--- config.mk ---
export PLATFORM = sky130hd
export DESIGN_NAME = bitmap_block_pool_allocator_flat
export DESIGN_NICKNAME = d
export VERILOG_FILES = /design/src/hw/rtl/bbpa_pkg.sv /design/src/hw/rtl/bbpa_if.sv /design/src/hw/rtl/bbpa_divider.sv /design/src/hw/rtl/bitmap_block_pool_allocator.sv /design/src/flat_wrapper.sv
export SDC_FILE = /design/constraint.sdc
export NUM_CORES = 1
export LEC_CHECK = 0
export BUFFER_PORTS_ARGS = -buffer_cell sky130_fd_sc_hd__buf_2
export CAP_MARGIN = 10
export CORE_UTILIZATION = 55
export DETAILED_ROUTE_END_ITERATION = 6
export GPL_TIMING_DRIVEN = 1
export PLACE_DENSITY = 0.74
export RECOVER_POWER = 50
export SKIP_LAST_GASP = 1
export SLEW_MARGIN = 25
export SYNTH_ARGS = -nofsm -noshare
export SYNTH_HDL_FRONTEND = slang
export SYNTH_SLANG_ARGS = --single-unit
--- constraint.sdc ---
create_clock -name i_clk -period 8.2 [get_ports i_clk]
set_input_delay 0.41 -clock i_clk [delete_from_list [all_inputs] [get_ports i_clk]]
set_output_delay 0.41 -clock i_clk [all_outputs]
set_load 0.01 [all_outputs]
--- src/hw/rtl/bbpa_pkg.sv ---
// shared types and constants of the bitmap block pool allocator
// depends on nothing; used by the interfaces, the divider, the top level and the checker
`default_nettype none

package bbpa_pkg;

    // field widths of the request and result beats
    localparam int ADDR_FIELD_W  = 32;
    localparam int SIZE_W        = 16;
    localparam int COUNT_FIELD_W = 7;

    // configuration port
    localparam int APB_ADDR_W = 4;
    localparam int APB_DATA_W = 32;
    localparam logic [1:0] REG_BASE_ADDRESS  = 2'd0;
    localparam logic [1:0] REG_BLOCK_BYTES   = 2'd1;
    localparam logic [1:0] REG_ACTIVE_BLOCKS = 2'd2;

    // reset values of the registers
    localparam logic [ADDR_FIELD_W-1:0]  RST_BASE_ADDRESS  = 32'd0;
    localparam logic [SIZE_W-1:0]        RST_BLOCK_BYTES   = 16'd16;
    localparam logic [COUNT_FIELD_W-1:0] RST_ACTIVE_BLOCKS = 7'd64;

    // use map row layout
    localparam int ROW_BITS  = 32;
    localparam int ROW_IDX_W = 5;

    // divider
    localparam int DIV_STEPS = ADDR_FIELD_W;
    localparam int DIV_CNT_W = $clog2(DIV_STEPS);

    // request kinds
    localparam logic OP_ALLOC = 1'b0;
    localparam logic OP_FREE  = 1'b1;

    typedef enum logic [1:0] {
        ST_ALLOCATED = 2'd0,
        ST_FREED     = 2'd1,
        ST_FULL      = 2'd2,
        ST_IGNORED   = 2'd3
    } t_status;

    typedef enum logic [3:0] {
        S_CLEAR,
        S_IDLE,
        S_ALLOC_READ,
        S_ALLOC_CHECK,
        S_ALLOC_MUL,
        S_ALLOC_ADD,
        S_FREE_DIV,
        S_FREE_READ,
        S_FREE_CHECK,
        S_DONE
    } t_state;

    typedef struct packed {
        logic                    op;
        logic [ADDR_FIELD_W-1:0] release_address;
    } t_req;

    typedef struct packed {
        logic [1:0]               status;
        logic [ADDR_FIELD_W-1:0]  granted_address;
        logic [COUNT_FIELD_W-1:0] used_count;
    } t_rsp;

    typedef struct packed {
        logic                    start;
        logic [ADDR_FIELD_W-1:0] dividend;
        logic [SIZE_W-1:0]       divisor;
    } t_div_req;

    typedef struct packed {
        logic                    done;
        logic [ADDR_FIELD_W-1:0] quotient;
    } t_div_rsp;

endpackage

`default_nettype wire

--- src/hw/rtl/bbpa_if.sv ---
// valid/ready stream interfaces for request and result beats
// depends on bbpa_pkg for the payload structs
`default_nettype none

interface bbpa_req_if;
    logic              valid;
    logic              ready;
    bbpa_pkg::t_req    payload;

    modport source (output valid, output payload, input ready);
    modport sink   (input valid, input payload, output ready);
endinterface

interface bbpa_rsp_if;
    logic              valid;
    logic              ready;
    bbpa_pkg::t_rsp    payload;

    modport source (output valid, output payload, input ready);
    modport sink   (input valid, input payload, output ready);
endinterface

`default_nettype wire

--- src/hw/rtl/bbpa_divider.sv ---
// restoring divider, one quotient bit per cycle
// depends on bbpa_pkg for widths and the request/response structs
`default_nettype none

module bbpa_divider (
    input  logic               i_clk,
    input  logic               i_rst_n,
    input  bbpa_pkg::t_div_req i_req,
    output bbpa_pkg::t_div_rsp o_rsp
);

    localparam int DW = bbpa_pkg::ADDR_FIELD_W;
    localparam int SW = bbpa_pkg::SIZE_W;
    localparam int CW = bbpa_pkg::DIV_CNT_W;

    logic          r_busy, n_busy;
    logic          r_done, n_done;
    logic [CW-1:0] r_cnt, n_cnt;
    logic [SW-1:0] r_rem, n_rem;
    logic [DW-1:0] r_quo, n_quo;
    logic [SW-1:0] r_den, n_den;

    logic [SW:0]   shifted;
    logic [SW+1:0] trial;

    always_comb begin
        shifted = {r_rem, r_quo[DW-1]};
        trial   = {1'b0, shifted} - {2'b00, r_den};
        n_busy  = r_busy;
        n_done  = 1'b0;
        n_cnt   = r_cnt;
        n_rem   = r_rem;
        n_quo   = r_quo;
        n_den   = r_den;
        if (i_req.start) begin
            n_busy = 1'b1;
            n_cnt  = '0;
            n_rem  = '0;
            n_quo  = i_req.dividend;
            n_den  = i_req.divisor;
        end else if (r_busy) begin
            // trial subtract, keep it when it does not go negative
            if (!trial[SW+1]) begin
                n_rem = trial[SW-1:0];
                n_quo = {r_quo[DW-2:0], 1'b1};
            end else begin
                n_rem = shifted[SW-1:0];
                n_quo = {r_quo[DW-2:0], 1'b0};
            end
            n_cnt = r_cnt + CW'(1);
            if (r_cnt == CW'(bbpa_pkg::DIV_STEPS - 1)) begin
                n_busy = 1'b0;
                n_done = 1'b1;
            end
        end
    end

    always_ff @(posedge i_clk) begin
        if (!i_rst_n) begin
            r_busy <= 1'b0;
            r_done <= 1'b0;
            r_cnt  <= '0;
        end else begin
            r_busy <= n_busy;
            r_done <= n_done;
            r_cnt  <= n_cnt;
        end
        r_rem <= n_rem;
        r_quo <= n_quo;
        r_den <= n_den;
    end

    assign o_rsp.done     = r_done;
    assign o_rsp.quotient = r_quo;

endmodule

`default_nettype wire

--- src/hw/rtl/bitmap_block_pool_allocator.sv ---
// fixed-size block pool allocator with a first-fit use map
// depends on bbpa_pkg, bbpa_if (request and result streams) and bbpa_divider
//
// usage
//   i_req takes one request beat: op 0 allocates the lowest free active block,
//   op 1 frees the block that release_address falls in. o_rsp gives one result
//   beat per request: status, granted address (zero unless allocated) and the
//   number of blocks in use afterwards. registers sit on an apb-style port:
//   base_address at 0x0, block_bytes at 0x4, active_blocks at 0x8; write them
//   only while no request is in flight.
// sequencing
//   one request at a time. allocate runs a row read, then a row check, for each
//   32-block row of the use map it has to scan, then a multiply and an add. free
//   waits on the bit-serial divider that turns the address offset into a block
//   index, then runs a row read and a row check.
// reset
//   i_rst_n is synchronous, active low. after it the use map is swept clear,
//   one 32-bit row per cycle, ceil(NUM_BLOCKS/32) rows in all; i_req.ready stays
//   low meanwhile, configuration writes are taken as ever.
// stalls
//   the result register holds a beat until o_rsp.ready; the next request is
//   taken meanwhile and its work runs up to its finish, where it waits.
`default_nettype none

module bitmap_block_pool_allocator #(
    parameter int NUM_BLOCKS = 64,
    parameter int ADDR_WIDTH = 32
) (
    input  logic                                i_clk,
    input  logic                                i_rst_n,
    bbpa_req_if.sink                            i_req,
    bbpa_rsp_if.source                          o_rsp,
    input  logic                                psel,
    input  logic                                penable,
    input  logic                                pwrite,
    input  logic [bbpa_pkg::APB_ADDR_W-1:0]     paddr,
    input  logic [bbpa_pkg::APB_DATA_W-1:0]     pwdata,
    output logic [bbpa_pkg::APB_DATA_W-1:0]     prdata,
    output logic                                pready
);

    localparam int AW   = bbpa_pkg::ADDR_FIELD_W;
    localparam int SW   = bbpa_pkg::SIZE_W;
    localparam int CFW  = bbpa_pkg::COUNT_FIELD_W;
    localparam int RB   = bbpa_pkg::ROW_BITS;
    localparam int RIW  = bbpa_pkg::ROW_IDX_W;
    // use map geometry
    localparam int Rows = (NUM_BLOCKS + RB - 1) / RB;
    localparam int RowW = (Rows > 1) ? $clog2(Rows) : 1;
    localparam int IdxW = RowW + RIW;
    // block counts and limits, up to NUM_BLOCKS
    localparam int LimW = IdxW + 1;
    localparam int ProdW = IdxW + SW;
    localparam logic [LimW+CFW-1:0] CapWide = (LimW + CFW)'(NUM_BLOCKS);

    // configuration registers
    logic [AW-1:0]  r_base;
    logic [SW-1:0]  r_block;
    logic [CFW-1:0] r_active;

    // sequencer and working registers
    bbpa_pkg::t_state r_state, n_state;
    logic [RowW-1:0]  r_row, n_row;
    logic [RIW-1:0]   r_bit, n_bit;
    logic [IdxW-1:0]  r_idx, n_idx;
    logic [LimW-1:0]  r_limit, n_limit;
    logic [SW-1:0]    r_size, n_size;
    logic [LimW-1:0]  r_used, n_used;
    logic [ProdW-1:0] r_prod, n_prod;
    logic [1:0]       r_status, n_status;
    logic [AW-1:0]    r_grant, n_grant;

    // result register
    logic             r_out_valid;
    bbpa_pkg::t_rsp   r_out;
    logic             out_load;

    // use map memory, one row per entry
    logic [RB-1:0]    r_use_map [Rows];
    logic [RB-1:0]    r_rd_data;
    logic             mem_we;
    logic [RB-1:0]    mem_wdata;

    // divider
    bbpa_pkg::t_div_req div_req;
    bbpa_pkg::t_div_rsp div_rsp;

    // derived values
    logic [SW-1:0]         eff_size;
    logic [LimW+CFW-1:0]   act_wide;
    logic [LimW-1:0]       lim_cap;
    logic [LimW-1:0]       row_base;
    logic [LimW-1:0]       next_base;
    logic [LimW-1:0]       span;
    logic [RB-1:0]         row_mask;
    logic [RB-1:0]         free_vec;
    logic [RIW-1:0]        first_free;
    logic [AW+ADDR_WIDTH-1:0]    base_wide;
    logic [ProdW+ADDR_WIDTH-1:0] prod_wide;
    logic [ADDR_WIDTH-1:0]       addr_sum;
    logic [ADDR_WIDTH+AW-1:0]    grant_wide;
    logic [LimW+CFW-1:0]         used_wide;

    bbpa_divider u_div (
        .i_clk   (i_clk),
        .i_rst_n (i_rst_n),
        .i_req   (div_req),
        .o_rsp   (div_rsp)
    );

    // zero block size acts as one, oversized pool is capped
    assign eff_size = (r_block == '0) ? SW'(1) : r_block;
    assign act_wide = {{LimW{1'b0}}, r_active};
    assign lim_cap  = (act_wide > CapWide) ? CapWide[LimW-1:0] : act_wide[LimW-1:0];

    // which bits of the current row lie below the active limit
    assign row_base  = {1'b0, r_row, {RIW{1'b0}}};
    assign next_base = row_base + LimW'(RB);
    assign span      = r_limit - row_base;
    assign row_mask  = (span >= LimW'(RB)) ? {RB{1'b1}}
                                           : ((RB'(1) << span[RIW-1:0]) - RB'(1));
    assign free_vec  = ~r_rd_data & row_mask;

    // lowest free bit of the row
    always_comb begin
        first_free = '0;
        for (int i = RB - 1; i >= 0; i--) begin
            if (free_vec[i]) begin
                first_free = RIW'(i);
            end
        end
    end

    // grant address wraps at ADDR_WIDTH bits
    assign base_wide  = {{ADDR_WIDTH{1'b0}}, r_base};
    assign prod_wide  = {{ADDR_WIDTH{1'b0}}, r_prod};
    assign addr_sum   = base_wide[ADDR_WIDTH-1:0] + prod_wide[ADDR_WIDTH-1:0];
    assign grant_wide = {{AW{1'b0}}, addr_sum};
    assign used_wide  = {{CFW{1'b0}}, r_used};

    // sequencer
    always_comb begin
        n_state  = r_state;
        n_row    = r_row;
        n_bit    = r_bit;
        n_idx    = r_idx;
        n_limit  = r_limit;
        n_size   = r_size;
        n_used   = r_used;
        n_prod   = r_prod;
        n_status = r_status;
        n_grant  = r_grant;
        mem_we   = 1'b0;
        mem_wdata = '0;
        out_load = 1'b0;
        div_req.start    = 1'b0;
        div_req.dividend = i_req.payload.release_address - r_base;
        div_req.divisor  = eff_size;
        i_req.ready      = (r_state == bbpa_pkg::S_IDLE);

        case (r_state)
            bbpa_pkg::S_CLEAR: begin
                mem_we = 1'b1;
                if (r_row == RowW'(Rows - 1)) begin
                    n_row   = '0;
                    n_state = bbpa_pkg::S_IDLE;
                end else begin
                    n_row = r_row + RowW'(1);
                end
            end
            bbpa_pkg::S_IDLE: begin
                if (i_req.valid) begin
                    n_limit = lim_cap;
                    n_size  = eff_size;
                    n_row   = '0;
                    n_grant = '0;
                    if (i_req.payload.op == bbpa_pkg::OP_ALLOC) begin
                        if (lim_cap == '0) begin
                            n_status = bbpa_pkg::ST_FULL;
                            n_state  = bbpa_pkg::S_DONE;
                        end else begin
                            n_state = bbpa_pkg::S_ALLOC_READ;
                        end
                    end else if (i_req.payload.release_address >= r_base) begin
                        div_req.start = 1'b1;
                        n_state = bbpa_pkg::S_FREE_DIV;
                    end else begin
                        n_status = bbpa_pkg::ST_IGNORED;
                        n_state  = bbpa_pkg::S_DONE;
                    end
                end
            end
            bbpa_pkg::S_ALLOC_READ: begin
                n_state = bbpa_pkg::S_ALLOC_CHECK;
            end
            bbpa_pkg::S_ALLOC_CHECK: begin
                if (free_vec != '0) begin
                    mem_we    = 1'b1;
                    mem_wdata = r_rd_data | (RB'(1) << first_free);
                    n_idx     = {r_row, first_free};
                    n_used    = r_used + LimW'(1);
                    n_state   = bbpa_pkg::S_ALLOC_MUL;
                end else if (next_base < r_limit) begin
                    n_row   = r_row + RowW'(1);
                    n_state = bbpa_pkg::S_ALLOC_READ;
                end else begin
                    n_status = bbpa_pkg::ST_FULL;
                    n_state  = bbpa_pkg::S_DONE;
                end
            end
            bbpa_pkg::S_ALLOC_MUL: begin
                n_prod  = ProdW'(r_idx) * ProdW'(r_size);
                n_state = bbpa_pkg::S_ALLOC_ADD;
            end
            bbpa_pkg::S_ALLOC_ADD: begin
                n_grant  = grant_wide[AW-1:0];
                n_status = bbpa_pkg::ST_ALLOCATED;
                n_state  = bbpa_pkg::S_DONE;
            end
            bbpa_pkg::S_FREE_DIV: begin
                if (div_rsp.done) begin
                    if (div_rsp.quotient < AW'(r_limit)) begin
                        n_row   = div_rsp.quotient[IdxW-1:RIW];
                        n_bit   = div_rsp.quotient[RIW-1:0];
                        n_state = bbpa_pkg::S_FREE_READ;
                    end else begin
                        n_status = bbpa_pkg::ST_IGNORED;
                        n_state  = bbpa_pkg::S_DONE;
                    end
                end
            end
            bbpa_pkg::S_FREE_READ: begin
                n_state = bbpa_pkg::S_FREE_CHECK;
            end
            bbpa_pkg::S_FREE_CHECK: begin
                if (r_rd_data[r_bit]) begin
                    mem_we    = 1'b1;
                    mem_wdata = r_rd_data & ~(RB'(1) << r_bit);
                    n_used    = r_used - LimW'(1);
                    n_status  = bbpa_pkg::ST_FREED;
                end else begin
                    n_status = bbpa_pkg::ST_IGNORED;
                end
                n_state = bbpa_pkg::S_DONE;
            end
            bbpa_pkg::S_DONE: begin
                // wait here while the result register still holds an untaken beat
                if (!r_out_valid || o_rsp.ready) begin
                    out_load = 1'b1;
                    n_state  = bbpa_pkg::S_IDLE;
                end
            end
            default: begin
                n_state = bbpa_pkg::S_IDLE;
            end
        endcase
    end

    always_ff @(posedge i_clk) begin
        if (!i_rst_n) begin
            r_state <= bbpa_pkg::S_CLEAR;
            r_row   <= '0;
            r_used  <= '0;
        end else begin
            r_state <= n_state;
            r_row   <= n_row;
            r_used  <= n_used;
        end
        r_bit    <= n_bit;
        r_idx    <= n_idx;
        r_limit  <= n_limit;
        r_size   <= n_size;
        r_prod   <= n_prod;
        r_status <= n_status;
        r_grant  <= n_grant;
    end

    // use map row memory, registered read
    always_ff @(posedge i_clk) begin
        if (mem_we) begin
            r_use_map[r_row] <= mem_wdata;
        end
        r_rd_data <= r_use_map[r_row];
    end

    // result register
    always_ff @(posedge i_clk) begin
        if (!i_rst_n) begin
            r_out_valid <= 1'b0;
        end else if (out_load) begin
            r_out_valid <= 1'b1;
        end else if (o_rsp.ready) begin
            r_out_valid <= 1'b0;
        end
        if (out_load) begin
            r_out.status          <= r_status;
            r_out.granted_address <= r_grant;
            r_out.used_count      <= used_wide[CFW-1:0];
        end
    end

    assign o_rsp.valid   = r_out_valid;
    assign o_rsp.payload = r_out;

    // configuration port
    always_ff @(posedge i_clk) begin
        if (!i_rst_n) begin
            r_base   <= bbpa_pkg::RST_BASE_ADDRESS;
            r_block  <= bbpa_pkg::RST_BLOCK_BYTES;
            r_active <= bbpa_pkg::RST_ACTIVE_BLOCKS;
        end else if (psel && penable && pwrite && pready) begin
            case (paddr[bbpa_pkg::APB_ADDR_W-1:2])
                bbpa_pkg::REG_BASE_ADDRESS:  r_base   <= pwdata[AW-1:0];
                bbpa_pkg::REG_BLOCK_BYTES:   r_block  <= pwdata[SW-1:0];
                bbpa_pkg::REG_ACTIVE_BLOCKS: r_active <= pwdata[CFW-1:0];
                default: begin
                end
            endcase
        end
    end

    always_comb begin
        case (paddr[bbpa_pkg::APB_ADDR_W-1:2])
            bbpa_pkg::REG_BASE_ADDRESS:  prdata = r_base;
            bbpa_pkg::REG_BLOCK_BYTES:   prdata = {{(bbpa_pkg::APB_DATA_W - SW){1'b0}}, r_block};
            bbpa_pkg::REG_ACTIVE_BLOCKS: prdata = {{(bbpa_pkg::APB_DATA_W - CFW){1'b0}}, r_active};
            default:                     prdata = '0;
        endcase
    end

    assign pready = 1'b1;

endmodule

`default_nettype wire

--- src/flat_wrapper.sv ---
// flat-port wrapper written by rule: the top's interface ports become plain ports
module bitmap_block_pool_allocator_flat 
#(
    parameter int NUM_BLOCKS = 64,
    parameter int ADDR_WIDTH = 32
)
  (i_clk, i_rst_n, psel, penable, pwrite, paddr, pwdata, prdata, pready, i_req_valid, i_req_payload, i_req_ready, o_rsp_valid, o_rsp_payload, o_rsp_ready);
  bbpa_req_if i_req_i ();
  bbpa_rsp_if o_rsp_i ();
  input  logic i_clk;
  input  logic i_rst_n;
  input  logic psel;
  input  logic penable;
  input  logic pwrite;
  input  logic [bbpa_pkg::APB_ADDR_W-1:0] paddr;
  input  logic [bbpa_pkg::APB_DATA_W-1:0] pwdata;
  output logic [bbpa_pkg::APB_DATA_W-1:0] prdata;
  output logic pready;
  input wire logic [$bits(i_req_i.valid)-1:0] i_req_valid;
  input wire logic [$bits(i_req_i.payload)-1:0] i_req_payload;
  output wire logic [$bits(i_req_i.ready)-1:0] i_req_ready;
  output wire logic [$bits(o_rsp_i.valid)-1:0] o_rsp_valid;
  output wire logic [$bits(o_rsp_i.payload)-1:0] o_rsp_payload;
  input wire logic [$bits(o_rsp_i.ready)-1:0] o_rsp_ready;
  assign i_req_i.valid = i_req_valid;
  assign i_req_i.payload = i_req_payload;
  assign i_req_ready = i_req_i.ready;
  assign o_rsp_valid = o_rsp_i.valid;
  assign o_rsp_payload = o_rsp_i.payload;
  assign o_rsp_i.ready = o_rsp_ready;
  bitmap_block_pool_allocator #(.NUM_BLOCKS(NUM_BLOCKS), .ADDR_WIDTH(ADDR_WIDTH)) u_core (.i_clk(i_clk), .i_rst_n(i_rst_n), .i_req(i_req_i), .o_rsp(o_rsp_i), .psel(psel), .penable(penable), .pwrite(pwrite), .paddr(paddr), .pwdata(pwdata), .prdata(prdata), .pready(pready));
endmodule
==> flow_metrics.env, run 1 <==
export IMPL_status="finished, violations left"
export IMPL_violations="max-capacitance violations, max-slew violations"
export IMPL_met1_length_um=26100
export IMPL_portBuffers=148
export IMPL_clock_latency_ns=0.54
export IMPL_clock_skew_ns=0.0196
export IMPL_layout_drive_gt1_share_pct=10.3
export IMPL_hp_class="primary input to flip-flop"
export IMPL_groute_usage_overall_pct=28.8
export IMPL_synth_compound_area_share_pct=15.6
export IMPL_viasPerCell=6.11
export IMPL_maxCapViolations=5
export IMPL_cp_required_ns=8.44
export IMPL_wl_per_cell_um=20.6
export IMPL_end_kind="flip-flop"
export IMPL_cts_resized=0
export IMPL_ys_warn_count=0
export IMPL_synth_ff_type="edfxtp_1"
export IMPL_hpwl_um=44200
export IMPL_wl_met2_um=26600
export IMPL_root_buffer="clkbuf_16"
export IMPL_cts_tree="built"
export IMPL_power_leakage_nw=9.37
export IMPL_top_layer_used="met4"
export IMPL_ir_worst_vdd_mv=0.226
export IMPL_finalPower_w=0.00663
export IMPL_io_pins=152
export IMPL_cp_arrival_ns=6.49
export IMPL_path_class="flip-flop to flip-flop"
export IMPL_synth_edff_count=243
export IMPL_dieWidth_um=203
export IMPL_synth_distinct_cells=83
export IMPL_fin_nets=2564
export IMPL_synth_largest_area_cell="edfxtp_1"
export IMPL_syn_nets=2476
export IMPL_relSlewSlack_pct=-45.6
export IMPL_num_vias=17500
export IMPL_postCtsHoldBufs=0
export IMPL_drtPass1Iterations=5
export IMPL_setup_viol=0
export IMPL_netlist_area_leader_share_pct=32.9
export IMPL_dieHeight_um=203
export IMPL_antenna_found_initial=6
export IMPL_synth_mux_area_share_pct=5.88
export IMPL_grt_pass1_vias=16700
export IMPL_synth_simple_area_share_pct=14.9
export IMPL_grt_pass1_wl_um=92100
export IMPL_clk_path_buf_depth=3
export IMPL_tightest_slew_ns=2.18
export IMPL_core_area_um2=39800
export IMPL_grt_start_max_net_pins=73
export IMPL_wl_um=59200
export IMPL_htree_levels=2
export IMPL_dieArea_um2=41200
export IMPL_synthToLayoutAreaGrowth_pct=10.4
export IMPL_clkTransAtPathRegs_ns=0.06
export IMPL_drc=0
export IMPL_powerDensity_nw_per_um2=271
export IMPL_cp_max_fo=40
export IMPL_synth_cells=2222
export IMPL_tns_ns=0
export IMPL_cts_made_buffers=39
export IMPL_synth_xor_area_share_pct=3.12
export IMPL_period_needed_ns=6.25
export IMPL_timing_final_max_slew_violations=175
export IMPL_clkSinkCount=366
export IMPL_post_cts_setup_buffers=0
export IMPL_ys_seq_area_share_pct=43.9
export IMPL_worst_setup_path_start_kind="flip-flop"
export IMPL_timing_final_crit_share_pct=76.2
export IMPL_yosys_area_share_adder_pct=12.1
export IMPL_start_util_pct=55.8
export IMPL_final_common_cell="nand2_1"
export IMPL_setup_slack_ns=1.95
export IMPL_fin_hold_ws_ns=0.142
export IMPL_syn_avg_cell_area_um2=10.0
export IMPL_hold_viol_final=0
export IMPL_grt_overflow_total=0
export IMPL_ant_nets=0
export IMPL_dpl_worst_slack_ns=2.59
export IMPL_synthTopCellsByArea="edfxtp_1 33%, dfxtp_1 11%, ha_1 6.6%, fa_1 5.5%, nand2_1 4.5%"
export IMPL_gp_congestion=0.947
export IMPL_drt_iter0_drc=1770
export IMPL_met3_length_um=4890
export IMPL_fp_row_count=73
export IMPL_syn_cell_area_um2=22200
export IMPL_final_cell_mix="264 x nand2_1, 243 x edfxtp_1, 145 x nor2_1, 140 x inv_1, 129 x o21ai_0"
export IMPL_synth_seq_cells=366
export IMPL_async_reset_ff_share_pct=0
export IMPL_max_freq_mhz=160
export IMPL_synth_top_family_by_area="compound AO/OA/AOI/OAI gates"
export IMPL_rsz0062_at_grt="no"
## registers in the layout, indices dropped and copies added (netlist names), 6 cells and up
register and cells:
u_core.r_limit 7, u_core.r_active 7, u_core.u_div.r_quo 32, u_core.r_grant 32
u_core.r_idx 6, u_core.r_size 16, u_core.u_div.r_rem 16, u_core.r_rd_data 32
u_core.r_use_map 64, u_core.u_div.r_den 16, u_core.r_used 7, u_core.r_prod 22
u_core.r_block 16, u_core.o_rsp.payload 41, u_core.r_base 32
## routing by layer
metal	vias up	global-route usage, %
li1	8148	-
met1	8564	41.8
met2	722	44.4
met3	94	4.24
met4	0	8.92
met5	-	0
## through the flow
stage	util, %	instances	area, um^2
after floorplan	-	2222	22200
after CTS	61.9	2865	24600
after global routing	61.6	2870	24500
final	61.6	2870	24500
after global placement	58.5	2794	23300
after detailed placement	58.5	2794	23300
## worst max-delay path, cell delays in order (launching register included)
cell and delay, ns:
dfxtp_1 1.52, inv_1 0.31, ha_1 0.53, nor2_2 0.64, o211ai_1 0.28, a2111oi_0 0.95, nand2_1 0.30, or4_4 0.65
a21oi_1 0.17, o31a_1 0.20, nor2_2 0.05, buf_4 0.33
## cell usage after synthesis, drive strengths merged (4+ instances only)
cell type and number:
o31a 5, mux4 10, a41o 5, edfxtp 243, nor2 149, xnor2 53, o21a 25, xor2 26
o21bai 12, o22ai 4, fa 61, nor4 18, o31ai 17, nand3 27, o21ai 132, nor3b 9
or2 10, clkbuf 88, mux2 56, nand2 265, or3 13, nand4 11, a211oi 28, a21o 33
o211ai 15, and3 11, inv 140, ha 117, o41ai 8, mux2i 45, a221oi 4, a31oi 22
nand2b 31, a31o 7, a21oi 126, dfxtp 123, and2 31, nor3 69, a2111oi 6, a21boi 53
or4 7, nor4b 4, nor2b 35, buf 26
## power by group
part | switching (W) | internal, W | leakage [nW]
Clock | 0.000722 | 0.00111 | 0.653
Sequential | 0.000300 | 0.00240 | 3.29
Combinational | 0.00118 | 0.000917 | 5.43
## final timing paths
check | startpoint | endpoint | slack, ns | cells after the start
worst max-delay path | u_core.r_row | u_core.r_use_map[0][21] | 1.95 | 11
worst max register to register | u_core.r_row | u_core.r_use_map[0][21] | 1.95 | 11
worst min register to register | u_core.r_grant[23] | u_core.o_rsp.payload[30] | 0.42 | 0
worst min-delay path | pwdata[7] | u_core.r_base[7] | 0.14 | 3
## cell type report
class,count,area (um^2)
clock buffer,51,1100
clock inverter,20,236
inverter,141,529
multi-input combinational,1601,11500
tap,525,657
antenna,5,12.5
sequential,366,9760
timing repair buffer,161,727
fill,3344,15300
## logic make-up (layout without fill, tap and decap cells)
logic type / count (synthesis) / count (layout)
AO/OA/AOI/OAI: 533 / 533
flip-flops: 366 / 366
XOR/XNOR: 79 / 79
other: 1 / 6
AND/OR/NAND/NOR: 699 / 699
adder cells (fa/ha/maj): 178 / 178
buffers and inverters: 255 / 373
multiplexers: 111 / 111
(Power assumes the default switching activity.)
==> run 2, diff against run 1 <==
Clock period 8.2 ns to 5.95 ns, I/O delays scaled along.
==> run 2 against run 1 <==
  * The flow still finishes with violations (max-capacitance violations, max-slew violations)
  * Die area stayed put
  * Via count grew 0.80%
  * Sequential power up 35%
  * Clock skew fell by 0.0048 ns
  * Largest power group unchanged
==> flow_metrics.env, run 2 (synthesized netlist as in run 1, its figures left out) <==
export IMPL_status="finished, violations left"
export IMPL_violations="max-capacitance violations, max-slew violations"
export IMPL_p_seq_share_pct=40.1
export IMPL_period_needed_ns=5.08
export IMPL_gp_congestion=0.974
export IMPL_ir_worst_vdd_mv=0.192
export IMPL_path_class="flip-flop to flip-flop"
export IMPL_clk_path_buf_depth=3
export IMPL_switching_power_w=0.00307
export IMPL_intPower_w=0.00601
export IMPL_maxCapViolations=4
export IMPL_n_fill_cell=3287
export IMPL_synthToLayoutAreaGrowth_pct=10.5
export IMPL_htree_levels=2
export IMPL_io_pins=152
export IMPL_groute_usage_overall_pct=28.9
export IMPL_power_leakage_nw=9.40
export IMPL_largest_register_ffs=64
export IMPL_max_freq_mhz=197
export IMPL_clkPwrFrac_pct=26.7
export IMPL_cp_common_cell="fa_1"
export IMPL_cp_arrival_ns=5.36
export IMPL_dieHeight_um=203
export IMPL_pwr_share_comb_pct=33.1
export IMPL_cts_resized=0
export IMPL_max_stage_delay_ns=0.64
export IMPL_layout_drive_gt1_share_pct=10.6
export IMPL_clkTransAtPathRegs_ns=0.06
export IMPL_wl_per_cell_um=20.8
export IMPL_grt_pass1_wl_um=92500
export IMPL_core_area_um2=39800
export IMPL_cp_top_family="adder cells"
export IMPL_fp_row_count=73
export IMPL_viasPerCell=6.13
export IMPL_clock_skew_ns=0.0148
export IMPL_post_cts_setup_buffers=0
export IMPL_dieArea_um2=41200
export IMPL_antenna_found_initial=5
export IMPL_grt_pass1_vias=16700
export IMPL_grt_start_max_net_pins=73
export IMPL_path_cells="and2_1 > fa_1 > inv_1 > fa_1 > fa_1 > inv_1 > ha_1 > a21o_1 > a211oi_1 > o21ai_0 > nand2_1 > o21ai_0 > o41a_1 > a211oi_1 > o2bb2ai_1 > xnor2_1"
export IMPL_cp_required_ns=6.22
export IMPL_portBuffers=148
export IMPL_clkSinkCount=366
export IMPL_root_buffer="clkbuf_16"
export IMPL_hpwl_um=44400
export IMPL_final_cell_mix="265 x nand2_1, 243 x edfxtp_1, 146 x nor2_1, 140 x inv_1, 129 x o21ai_0"
export IMPL_tightest_slew_ns=2.36
export IMPL_dieWidth_um=203
export IMPL_placed_area_um2=23400
export IMPL_netSwitchingFraction_pct=33.8
export IMPL_powerDensity_nw_per_um2=370
export IMPL_path_buf_inv=2
export IMPL_cts_tree="built"
export IMPL_ant_nets=0
export IMPL_fin_nets=2576
export IMPL_wl_um=59900
export IMPL_clock_latency_ns=0.53
export IMPL_hold_viol_final=0
export IMPL_tns_ns=0
export IMPL_regMostFlops="u_core.r_use_map"
export IMPL_drtPass1Iterations=5
export IMPL_end_kind="flip-flop"
export IMPL_rsz0062_at_grt="no"
export IMPL_start_util_pct=55.8
export IMPL_multi_input_comb_area_um2=11500
export IMPL_cp_max_fo=16
export IMPL_design_area_um2=24500
export IMPL_cts_made_buffers=39
export IMPL_drc=0
export IMPL_drt_iter0_drc=1788
export IMPL_crit_path_top_delay_cell="edfxtp_1"
export IMPL_postCtsHoldBufs=0
export IMPL_grt_overflow_total=0
export IMPL_num_vias=17700
export IMPL_timing_final_crit_share_pct=85.4
export IMPL_worst_setup_path_start_kind="flip-flop"
export IMPL_setup_viol=0
export IMPL_final_common_cell="nand2_1"
export IMPL_hp_class="primary input to flip-flop"
export IMPL_relSlewSlack_pct=-57.4
export IMPL_seq_area_um2=9760
export IMPL_timing_final_max_slew_violations=136
==> run 2: cell count changes in the layout (fill, tap and decap cells not counted), sizes merged <==
| cell | change |
|---|---|
| bufinv | -3 |
| buf | +11 |
| clkbuf | +2 |
| inv | +3 |
| clkinvlp | -1 |
| diode | +1 |
==> run 2: path summary, 6_finish.rpt <==
kind,start,to,slack (ns),cells past startpoint
worst max-delay path,u_core.r_idx[0],u_core.r_prod[21],0.87,16
worst min-delay path,pwdata[22],u_core.r_base[22],0.02,3
worst max register to register,u_core.r_idx[0],u_core.r_prod[21],0.87,16
worst min register to register,u_core.r_grant[11],u_core.o_rsp.payload[18],0.42,0
==> run 2: worst min-delay path: stages <==
cell and delay [ns]:
buf_2 0.09, nand2_1 0.04, a21boi_0 0.06
==> run 2: power groups by stage <==
stage	registers, W	logic, W	clock network, W
3_5_place_dp	0.00368	0.00296	0
2_1_floorplan	0.00353	0.00232	0
5_1_grt	0.00369	0.00332	0.00256
6_report	0.00364	0.00301	0.00243
4_1_cts	0.00364	0.00299	0.00246
3_3_place_gp	0.00367	0.00290	0
==> run 2: metal layers <==
| layer | track usage [%] | vias to the layer above | share of wire, % |
|---|---|---|---|
| li1 | - | 8170 | - |
| met2 | 44.4 | 788 | 45 |
| met5 | 0 | - | 0 |
| met4 | 9.64 | 0 | 2.9 |
| met1 | 41.6 | 8604 | 44 |
| met3 | 4.49 | 107 | 8.6 |
==> run 2: area by class of cell <==
cell class              count  share of cell area (%)
clock inverters            19                   0.632
multi-input cells        1601                    46.8
clock buffers              52                    4.56
well taps                 525                    2.68
diodes                      6                  0.0612
flip-flops and latches    366                    39.8
repair buffers            173                    3.31
inverters                 141                    2.16
==> run 2: stage by stage <==
| step | setup WS [ns] | utilization [%] | hold slack, ns | std cells | power [W] |
|---|---|---|---|---|---|
| final | 0.867 | 61.6 | 0.0190 | 2883 | 0.00908 |
| after global routing | 0.426 | 61.6 | 0.0194 | 2882 | 0.00956 |
| after CTS | 0.877 | 61.9 | 0.00492 | 2877 | 0.00908 |
| after global placement | 0.992 | 58.7 | 0.402 | 2806 | 0.00657 |
| after detailed placement | 0.928 | 58.7 | 0.408 | 2806 | 0.00665 |
| after floorplan | 1.06 | - | 0.400 | 2222 | 0.00585 |
